$ cat config.mk
export PLATFORM = sky130hd
export DESIGN_NAME = hpt_ctrl
export DESIGN_NICKNAME = d
export VERILOG_FILES = /design/src/hdl/hpt_pkg.sv /design/src/hdl/hpt_ctrl.sv
export VERILOG_INCLUDE_DIRS = /design/src /design/src/hdl
export SDC_FILE = /design/constraint.sdc
export NUM_CORES = 1
export LEC_CHECK = 0
export ABC_AREA = 1
export BUFFER_PORTS_ARGS = -buffer_cell sky130_fd_sc_hd__buf_2
export CORE_ASPECT_RATIO = 1.5
export CORE_MARGIN = 4
export CORE_UTILIZATION = 35
export CTS_BUF_LIST = sky130_fd_sc_hd__clkbuf_16
export DETAILED_ROUTE_END_ITERATION = 12
export MAX_ROUTING_LAYER = met4
export PLACE_DENSITY = 0.62
export SYNTH_ARGS = -nofsm -noshare
export SYNTH_HDL_FRONTEND = slang
export SYNTH_SLANG_ARGS = --single-unit
$ cat constraint.sdc
create_clock -name clk -period 1.6 [get_ports clk]
set_clock_uncertainty 0.1 [all_clocks]
set_input_delay 0 -clock clk [delete_from_list [all_inputs] [get_ports clk]]
set_output_delay 0 -clock clk [all_outputs]
set_load 0.03 [all_outputs]
$ cat src/hdl/assert_macros.svh
// Assertion macros shared by the homogeneous point transform RTL.
// No dependencies; included by modules that carry assertions.
`ifndef ASSERT_MACROS_SVH
`define ASSERT_MACROS_SVH
`ifndef SYNTHESIS
`define ASSERT_IMPL(label, clk, rst_n, prop, msg) \
  label: assert property (@(posedge clk) disable iff (!rst_n) prop) else $error(msg);
`define ASSERT_NEVER(label, clk, rst_n, cond, msg) \
  label: assert property (@(posedge clk) disable iff (!rst_n) !(cond)) else $error(msg);
`else
`define ASSERT_IMPL(label, clk, rst_n, prop, msg)
`define ASSERT_NEVER(label, clk, rst_n, cond, msg)
`endif
`endif

$ cat src/hdl/hpt_pkg.sv
// Package for the homogeneous point transform: opcodes, states and the
// command/status structs between controller and datapath. No dependencies.
package hpt_pkg;

  typedef enum logic [1:0] {
    OP_LOAD  = 2'd0,
    OP_POINT = 2'd1,
    OP_DIR   = 2'd2,
    OP_NONE  = 2'd3
  } op_t;

  typedef enum logic [2:0] {
    ST_IDLE,
    ST_MAC,
    ST_DIV_START,
    ST_DIV_WAIT,
    ST_OUT
  } state_t;

  // Controller to datapath.
  typedef struct packed {
    logic       capture;    // latch the input item
    logic       load;       // write one matrix element
    logic       mac_step;   // one multiply-accumulate step
    logic       mac_clear;  // clear accumulators
    logic       div_start;  // start dividing the current component
    logic [1:0] comp;       // component under division
    logic       out_load;   // move results to output register
  } hpt_cmd_t;

  // Datapath to controller.
  typedef struct packed {
    logic mac_done;
    logic div_done;
  } hpt_sts_t;

endpackage

$ cat src/hdl/hpt_ctrl.sv
// Controller of the point transform: handshakes and sequencing of the
// multiply-accumulate and divide phases. Uses hpt_pkg.
`include "assert_macros.svh"
module hpt_ctrl (
  input  logic              clk,
  input  logic              rst_n,
  input  logic              in_valid,
  output logic              in_ready,
  input  logic [1:0]        in_operation,
  output logic              out_valid,
  input  logic              out_ready,
  output hpt_pkg::hpt_cmd_t cmd,
  input  hpt_pkg::hpt_sts_t sts
);
  import hpt_pkg::*;

  state_t     state_r, state_nxt;
  logic       point_r, point_nxt;
  logic [1:0] comp_r, comp_nxt;
  logic [3:0] step_r, step_nxt;
  logic       ov_r, ov_nxt;
  logic       acc;

  // Idle may take a new item as long as the output register is free or drains.
  assign in_ready = (state_r == ST_IDLE) && (!ov_r || out_ready);
  assign acc      = in_valid && in_ready;

  always_comb begin
    state_nxt = state_r;
    point_nxt = point_r;
    comp_nxt  = comp_r;
    step_nxt  = step_r;
    unique case (state_r)
      ST_IDLE: begin
        if (acc && (in_operation == OP_POINT || in_operation == OP_DIR)) begin
          state_nxt = ST_MAC;
          point_nxt = (in_operation == OP_POINT);
          step_nxt  = '0;
        end
      end
      ST_MAC: begin
        if (step_r != 4'hf) step_nxt = step_r + 1'b1;
        if (sts.mac_done) begin
          comp_nxt  = '0;
          state_nxt = point_r ? ST_DIV_START : ST_OUT;
        end
      end
      ST_DIV_START: state_nxt = ST_DIV_WAIT;
      ST_DIV_WAIT: begin
        if (sts.div_done) begin
          if (comp_r == 2'd2) state_nxt = ST_OUT;
          else begin
            comp_nxt  = comp_r + 1'b1;
            state_nxt = ST_DIV_START;
          end
        end
      end
      ST_OUT: begin
        if (!ov_r || out_ready) state_nxt = ST_IDLE;
      end
      default: state_nxt = ST_IDLE;
    endcase
  end

  always_comb begin
    cmd           = '0;
    cmd.comp      = comp_r;
    cmd.capture   = acc;
    cmd.load      = acc && (in_operation == OP_LOAD);
    cmd.mac_clear = acc;
    ov_nxt        = ov_r && !out_ready;
    unique case (state_r)
      ST_MAC:       cmd.mac_step = (step_r < 4'd12);
      ST_DIV_START: cmd.div_start = 1'b1;
      ST_OUT: begin
        if (!ov_r || out_ready) begin
          cmd.out_load = 1'b1;
          ov_nxt       = 1'b1;
        end
      end
      default: ;
    endcase
  end

  always_ff @(posedge clk) begin
    if (!rst_n) begin
      state_r <= ST_IDLE;
      ov_r    <= 1'b0;
      point_r <= 1'b0;
      comp_r  <= '0;
      step_r  <= '0;
    end else begin
      state_r <= state_nxt;
      ov_r    <= ov_nxt;
      point_r <= point_nxt;
      comp_r  <= comp_nxt;
      step_r  <= step_nxt;
    end
  end

  assign out_valid = ov_r;

  `ASSERT_IMPL(a_out_hold, clk, rst_n, (ov_r && !out_ready) |=> ov_r, "result dropped")
  `ASSERT_NEVER(a_ready_busy, clk, rst_n, in_ready && (state_r != ST_IDLE), "ready while busy")
  `ASSERT_IMPL(a_div_comp, clk, rst_n, cmd.div_start |-> (comp_r != 2'd3), "bad component")
endmodule

Word-level counts from Yosys, hierarchy flattened
Index checks and enable logic that the tools add are counted.

Register bits after elaboration: 11. Input bits: 8. Output and inout bits: 10. Logic and storage cells: 59.

Order comparisons: 1. Equal/unequal tests: 14. Add/sub/neg operators: 2. Mux-type cells: 20. Reductions and logical operators: 17.

Operator list (count): 3-bit 2-to-1 mux (6); 3-bit one-hot mux with 5 select lines (1); 2-bit inequality test, second input constant (5); 4-bit 2-to-1 mux (2); 4-bit one-hot mux with 2 select lines (1); 4-bit AND reduction (2); 3-bit by 2-bit equality test with 1-bit output, second input constant (2); 1-bit 2-to-1 mux (6); 2-bit 2-to-1 mux (3); 1-bit logical AND (5); 4-bit by 1-bit adder with 4-bit output, second input constant (1); 2-bit equality test, second input constant (2); 4-bit less-than comparator, second input constant (1); 4-bit inequality test, second input constant (1); 2-bit one-hot mux with 2 select lines (1); 2-bit nonzero test (2); 3-bit by 1-bit equality test with 1-bit output, second input constant (1); 3-bit equality test, second input constant (1); 3-bit zero test (1); 3-bit AND reduction (1); 2-bit by 1-bit adder with 2-bit output, second input constant (1); 2-bit by 1-bit equality test with 1-bit output, second input constant (1); 1-bit zero test (2); 2-bit zero test (1); 3 further kinds (4).

Logic depth before layout (Yosys ltp)
Gate-level depths: netlist (run 1).

Depth in word-level cells: 7. Gate-level depth with buffers: 9. Mapped depth without buffers: 8.

Least setup slack after synthesis (run 1)
No wires, ideal clock.

Path kind: reg-to-reg. Start point: register comp_r[0]. End point: register comp_r[0]. Path buffers: 0. Stages on the path, launching flop included: 9. Period minus slack after synthesis: 1.478 ns. Library setup time: 0.113 ns. Data arrival time: 1.265 ns. Data required time: 1.387 ns. Path slack: 0.122 ns. Cell sequence: dfxtp_1 inv_1 ha_1 nand2_1 o21ai_1 nor2_2 o21ai_0 nand2_1 nor2_1.

Longest elaborated chain between the ends: 4. Elaborated cells on any way between the ends: 7. Classes of those cells: 1 x add/sub; 2 x eq/ne; 3 x mux; 1 x reduce/logical.

Ends and longest elaborated chain: from (decl) (line hpt_ctrl.sv:19) `logic [1:0] comp_r, comp_nxt;`; from (signal assigned) (line hpt_ctrl.sv:96) `comp_r <= comp_nxt;`; 2-bit by 1-bit adder with 2-bit output (line hpt_ctrl.sv:53) `comp_nxt = comp_r + 1'b1;`; 2-bit 2-to-1 mux (line hpt_ctrl.sv:51) `if (comp_r == 2'd2) state_nxt = ST_OUT;`; 2-bit 2-to-1 mux (line hpt_ctrl.sv:50) `if (sts.div_done) begin`; 2-bit one-hot mux with 2 select lines (line hpt_ctrl.sv:33) `unique case (state_r)`.

Parallel ways exist; a longest one is shown, timed or not. The select of a mux whose other input is x is not followed. A chain may end at the register's enable or synchronous reset.

==> results of run 1 <==
[routing by layer]
layer | GRT usage (%) | part of all wire, % | up-vias
li1 | - | - | 382
met1 | 15.4 | 43 | 328
met2 | 21.3 | 48 | 16
met3 | 2.82 | 4.5 | 5
met4 | 10.6 | 3.7 | 0
met5 | - | 0 | -
[critical path: cells and delay by family (launching register included)]
kind | cells | cell delay [ns]
buf+inv | 1 | 0.20
flops | 1 | 0.38
simple gates | 5 | 0.50
[final timing paths]
path | startpoint | endpoint | slack [ns] | depth (start not counted)
min reg2reg | point_r | point_r | 0.38 | 2
max | state_r[1] | cmd[6] | 0.17 | 6
max reg2reg | comp_r[0] | comp_r[1] | 0.19 | 8
min | out_ready | out_valid | 0.02 | 4
[final cells by class]
cell class	count	area share, %
multi-input cells	79	46.8
flip-flops and latches	11	23.6
repair buffers	20	12.1
clock buffers	3	8.05
inverters	15	6.04
well taps	22	2.95
clock inverters	1	0.403
[power by group]
group,internal (mW),total (mW),switching [mW]
clock network,0.329,0.459,0.130
registers,0.309,0.341,0.0318
logic,0.128,0.374,0.247
total,0.766,1.17,0.408
[sequential cells by signal, indices dropped and copies added, names as in the netlist]
name	cells
comp_r	2
out_valid	1
point_r	1
step_r	4
state_r	3
[cells in the mapped netlist]
master	instances
nor2_1	15
nor2_2	5
buf_4	3
nand4_2	1
o21bai_1	1
nand3_1	8
o21ai_1	3
inv_1	13
nand2_1	23
inv_2	2
a21oi_1	7
ha_1	4
o21ai_0	3
nand2_2	1
nand2_4	1
or2_2	1
dfxtp_1	11
nor2_4	2
or2_1	1
a31oi_4	1
o22ai_1	1
nand3b_1	1
[cell families after synthesis]
group,Yosys count,share of synthesized area [%]
compound gates,16,13.6
simple gates,59,38.9
buf+inv,18,10.7
fa+ha+maj,4,6.80
flops,11,29.9
[what timing repair did]
item                                   in CTS  in global routing
hold buffers                                2                  0
endpoints found under the hold margin       5                  0
resized for setup                           0                  0
[stage by stage]
stage	hold WS (ns)	utilization, %
2_1_floorplan	0.0204	-
3_3_place_gp	0.181	41.1
3_5_place_dp	0.175	41.1
4_1_cts	0.0240	46.0
5_1_grt	0.0720	46.0
6_report	0.0243	46.0
==> metrics.md, run 1 <==
| Metric | Value |
|---|---|
| Crit-path cells | `nor2_4, nand2_4, nor2_4, nand2_2, nor2_1, buf_2` |
| H-tree depth | `1` |
| Register area share after synthesis | `29.9%` |
| Placed Area | `833 sq um` |
| Residual DRC count | `0` |
| RSZ-0062 raised after global routing | `false` |
| Status | `finished clean` |
| Fin. max-slew vios | `0` |
| Setup TNS | `0 ns` |
| Drt total wl | `1600 um` |
| Endpoints failing hold | `0` |
| Cell Pwr Density | `1260 mW/mm^2` |
| Synth top area share | `29.9%` |
| Die H | `64.2 um` |
| Gate Count Post-Synth | `108` |
| Final Cell Area | `932 sq um` |
| Synth area leader | `dfxtp_1` |
| Power, Total | `1.17 mW` |
| Clock tree buffer depth | `2` |
| Worst setup EP type | `primary output` |
| Worst setup margin | `0.174 ns` |
| Worst vdd ir | `0.686 mV` |
| Max Freq | `701 MHz` |
| Routed WL per cell | `10.6 um` |
| CP arrival | `1.33 ns` |
| CTS clk-pin slew, worst paths | `0.04 ns` |
| P_leak | `0.484 nW` |
| Crit path max fanout | `6` |
| Commonest non-fill, non-tap cells in the layout | `23 x nand2_1, 17 x buf_2, 15 x nor2_1` |
| Share of cells above drive strength 1 | `27.1%` |
| I/O Buffers | `17` |
| Fill cells | `211` |
| GRT overflow | `0` |
| Pin count of the biggest net entering global routing | `8` |
| Dpl hpwl | `1280 um` |
| Final net count | `142` |
| I/O pin cnt | `18` |
| Root Buffer | `clkbuf_16` |
| Core ar. | `0.00203 sq mm` |
| Period minus WS final | `1.43 ns` |
| Max-Slew Margin vs Limit | `79.3%` |
| Worst Max-Slew Pin Slew | `0.309 ns` |
| Cell Area, Synth | `736 sq um` |
| Final setup fails | `0` |
| Crit path kind | `register to primary output` |
| Die W | `45.4 um` |
| Final worst path period share | `89.1%` |
| HP Class | `input pin to register` |
| DP Worst Slack | `0.194 ns` |
| WP data required | `1.50 ns` |
| # Max-Cap Violations | `0` |
| DRT antenna net count | `0` |
| Die area | `0.00291 sq mm` |
| Reg area | `220 sq um` |
| Yosys Warn Count | `0` |
| Net count after synthesis | `120` |
| Pre-antenna DRT Iters | `3` |
| CP startpoint kind | `register` |
| Placed cells | `145` |
| CTS tree | `done` |
| Synth area leaders | `dfxtp_1 30%, nand2_1 12%, nor2_1 7.7%` |
| Initial drt markers | `14` |
| First-pass GRT wire length | `2940 um` |
| TritonCTS Buffers | `3` |
| Multi-input gate area | `437 sq um` |
| Commonest non-fill, non-tap cell in the layout | `nand2_1` |
| Number of global-route vias before repair | `764` |
| Gpl congestion | `0.797` |
| Post-route insts no fill | `151` |
| Ant diodes | `0` |
| Area added between synthesis and finish | `26.7%` |
| Clk sinks | `11` |
| Via density | `4.84` |
| Total GRT Usage | `14.1%` |
| Slowest CP cell | `dfxtp_1` |
| FF+latch count, synth | `11` |
| Mapped Avg Cell Area | `6.81 sq um` |
| Post-CTS Setup Bufs | `0` |
| Initial Util | `36.3%` |
| Initial antenna violation count | `0` |
| Cell variety after synth | `22` |
| Row count | `20` |
| Via count | `731` |
| CP dominant cell by count | `nor2_4` |
| CP max stage delay | `0.38 ns` |
| Clock Latency Late Sink | `0.24 ns` |
Note: power is estimated with default switching activity, not from simulation.
==> inputs of run 2 (changes only) <==
Settings changed: BUFFER_PORTS_ARGS -buffer_cell sky130_fd_sc_hd__buf_2 to -buffer_cell sky130_fd_sc_hd__buf_4.
Clock period 1.6 ns to 1.8 ns, I/O delays scaled along.
==> run 2 against run 1 <==
  * Sequential power shrank 8.8%
  * First-iteration DRC count grew 43%
  * Largest power group unchanged
  * Worst setup slack improved by 0.19 ns
  * Sequential share of layout area fell by 0.86 points
  * Critical endpoint is now comp_r[1]
==> metrics.md, run 2 (synthesis results as in run 1) <==
| Metric | Value |
|---|---|
| Total GRT Usage | `14.3% (was 14.1%)` |
| CP startpoint kind | `register (unchanged)` |
| Worst vdd ir | `0.904 mV (was 0.686 mV)` |
| First-pass GRT wire length | `2970 um (was 2940 um)` |
| Power, Total | `1.05 mW (was 1.17 mW)` |
| Max-Slew Margin vs Limit | `79.7% (was 79.3%)` |
| Crit path max fanout | `9 (was 6)` |
| HP Class | `input pin to register (unchanged)` |
| Number of flip-flops in the largest register | `4 (unchanged)` |
| WHS | `0.0156 ns (was 0.0243 ns)` |
| Core ar. | `0.00203 sq mm (unchanged)` |
| GRT overflow | `0 (unchanged)` |
| Die area | `0.00291 sq mm (unchanged)` |
| Period minus WS final | `1.44 ns` |
| Routed WL per cell | `10.7 um (was 10.6 um)` |
| Cell Pwr Density | `1090 mW/mm^2 (was 1260 mW/mm^2)` |
| Die H | `64.2 um (unchanged)` |
| Row count | `20 (unchanged)` |
| Final setup fails | `0 (unchanged)` |
| Via count | `706 (was 731)` |
| I/O pin cnt | `18 (unchanged)` |
| H-tree depth | `1 (unchanged)` |
| Max Freq | `695 MHz` |
| Initial Util | `36.3% (unchanged)` |
| Worst setup EP type | `register (was primary output)` |
| CTS clk-pin slew, worst paths | `0.04 ns (about the same)` |
| Clock Latency Late Sink | `0.24 ns (about the same)` |
| Clk sinks | `11 (unchanged)` |
| Pin count of the biggest net entering global routing | `10 (was 8)` |
| Number of global-route vias before repair | `727 (was 764)` |
| Fin. max-slew vios | `0 (unchanged)` |
| Post-CTS Setup Bufs | `0 (unchanged)` |
| WP data required | `1.82 ns (was 1.50 ns)` |
| Ant diodes | `0 (unchanged)` |
| Initial antenna violation count | `0 (unchanged)` |
| Endpoints failing hold | `0 (unchanged)` |
| Worst Max-Slew Pin Slew | `0.304 ns (was 0.309 ns)` |
| Status | `finished clean (unchanged)` |
| Share of cells above drive strength 1 | `26.6% (was 27.1%)` |
| DRT antenna net count | `0 (unchanged)` |
| Dpl hpwl | `1260 um (was 1280 um)` |
| Drt total wl | `1600 um (about the same)` |
| P_leak | `0.487 nW (was 0.484 nW)` |
| Top reg by flops | `step_r (unchanged)` |
| Crit path kind | `register to register (was register to primary output)` |
| DP Worst Slack | `0.360 ns (was 0.194 ns)` |
| Setup TNS | `0 ns (unchanged)` |
| RSZ-0062 raised after global routing | `false (unchanged)` |
| Biggest regs | `step_r: 4 flops, state_r: 3 flops, comp_r: 2 flops (unchanged)` |
| # Max-Cap Violations | `0 (unchanged)` |
| CTS tree | `done (unchanged)` |
| Final net count | `141 (was 142)` |
| Commonest non-fill, non-tap cells in the layout | `23 x nand2_1, 17 x buf_4, 15 x nor2_1 (was 23 x nand2_1, 17 x buf_2, 15 x nor2_1)` |
| Initial drt markers | `20 (was 14)` |
| CP arrival | `1.46 ns (was 1.33 ns)` |
| Gpl congestion | `0.868 (was 0.797)` |
| Area added between synthesis and finish | `31.5% (was 26.7%)` |
| Worst setup margin | `0.360 ns (was 0.174 ns)` |
| Post-cts resize count | `0 (unchanged)` |
| Root Buffer | `clkbuf_16 (unchanged)` |
| Core Util, Final | `47.7% (was 46.0%)` |
| Residual DRC count | `0 (unchanged)` |
| Clock tree buffer depth | `2 (unchanged)` |
| Final worst path period share | `80.0%` |
| Pre-antenna DRT Iters | `3 (unchanged)` |
| Commonest non-fill, non-tap cell in the layout | `nand2_1 (unchanged)` |
| I/O Buffers | `17 (unchanged)` |
| Via density | `4.71 (was 4.84)` |
| Die W | `45.4 um (unchanged)` |
| TritonCTS Buffers | `3 (unchanged)` |
## run 2: cell types whose count changed in the layout (fill, tap and decap cells not counted)
cell and change:
buf_2 -17, buf_4 +16
## run 2: layout make-up
type                    count  area (sq um)
fillers                   200          1060
clock inverters             1          3.75
well taps                  22          27.5
inverters                  15          56.3
flip-flops and latches     11           220
clock buffers               3          75.1
multi-input cells          79           437
repair buffers             19           148
## run 2: routing by layer
layer	share of wire [%]	GRT usage, %	vias up
met2	46	20.5	17
met5	0	-	-
li1	-	-	380
met1	44	16.5	303
met4	4.9	12.1	0
met3	4.8	2.54	6
## run 2: repair_timing
item	in CTS	in global routing
endpoints found under the hold margin	5	0
hold buffers	2	0
setup endpoints to repair	0	0
## run 2: path summary, 6_finish.rpt
check	startpoint	end	slack, ns	depth (start not counted)
worst max-delay path	state_r[0]	comp_r[1]	0.36	7
worst min-delay path	out_ready	out_valid	0.02	4
worst max register to register	state_r[0]	comp_r[1]	0.36	7
worst min register to register	point_r	point_r	0.39	2
## run 2: stage by stage
step | area, sq um | std cells
after global placement | 868 | 144
after global routing | 967 | 150
after CTS | 967 | 150
final | 967 | 150
after detailed placement | 868 | 144
after floorplan | 736 | 108
## run 2: where the power goes
group	total (mW)	internal, mW	leakage (nW)	switching [mW]
clock	0.409	0.292	0.0423	0.117
sequential	0.311	0.275	0.0898	0.0358
combinational	0.335	0.128	0.355	0.207
## run 2: worst max-delay path, stage by stage (launching register included)
cell and delay [ns]:
dfxtp_1 0.48, inv_1 0.15, nor2_1 0.13, o21ai_1 0.09
nor2_2 0.16, o21ai_1 0.09, o21ai_0 0.07, nor2_1 0.05
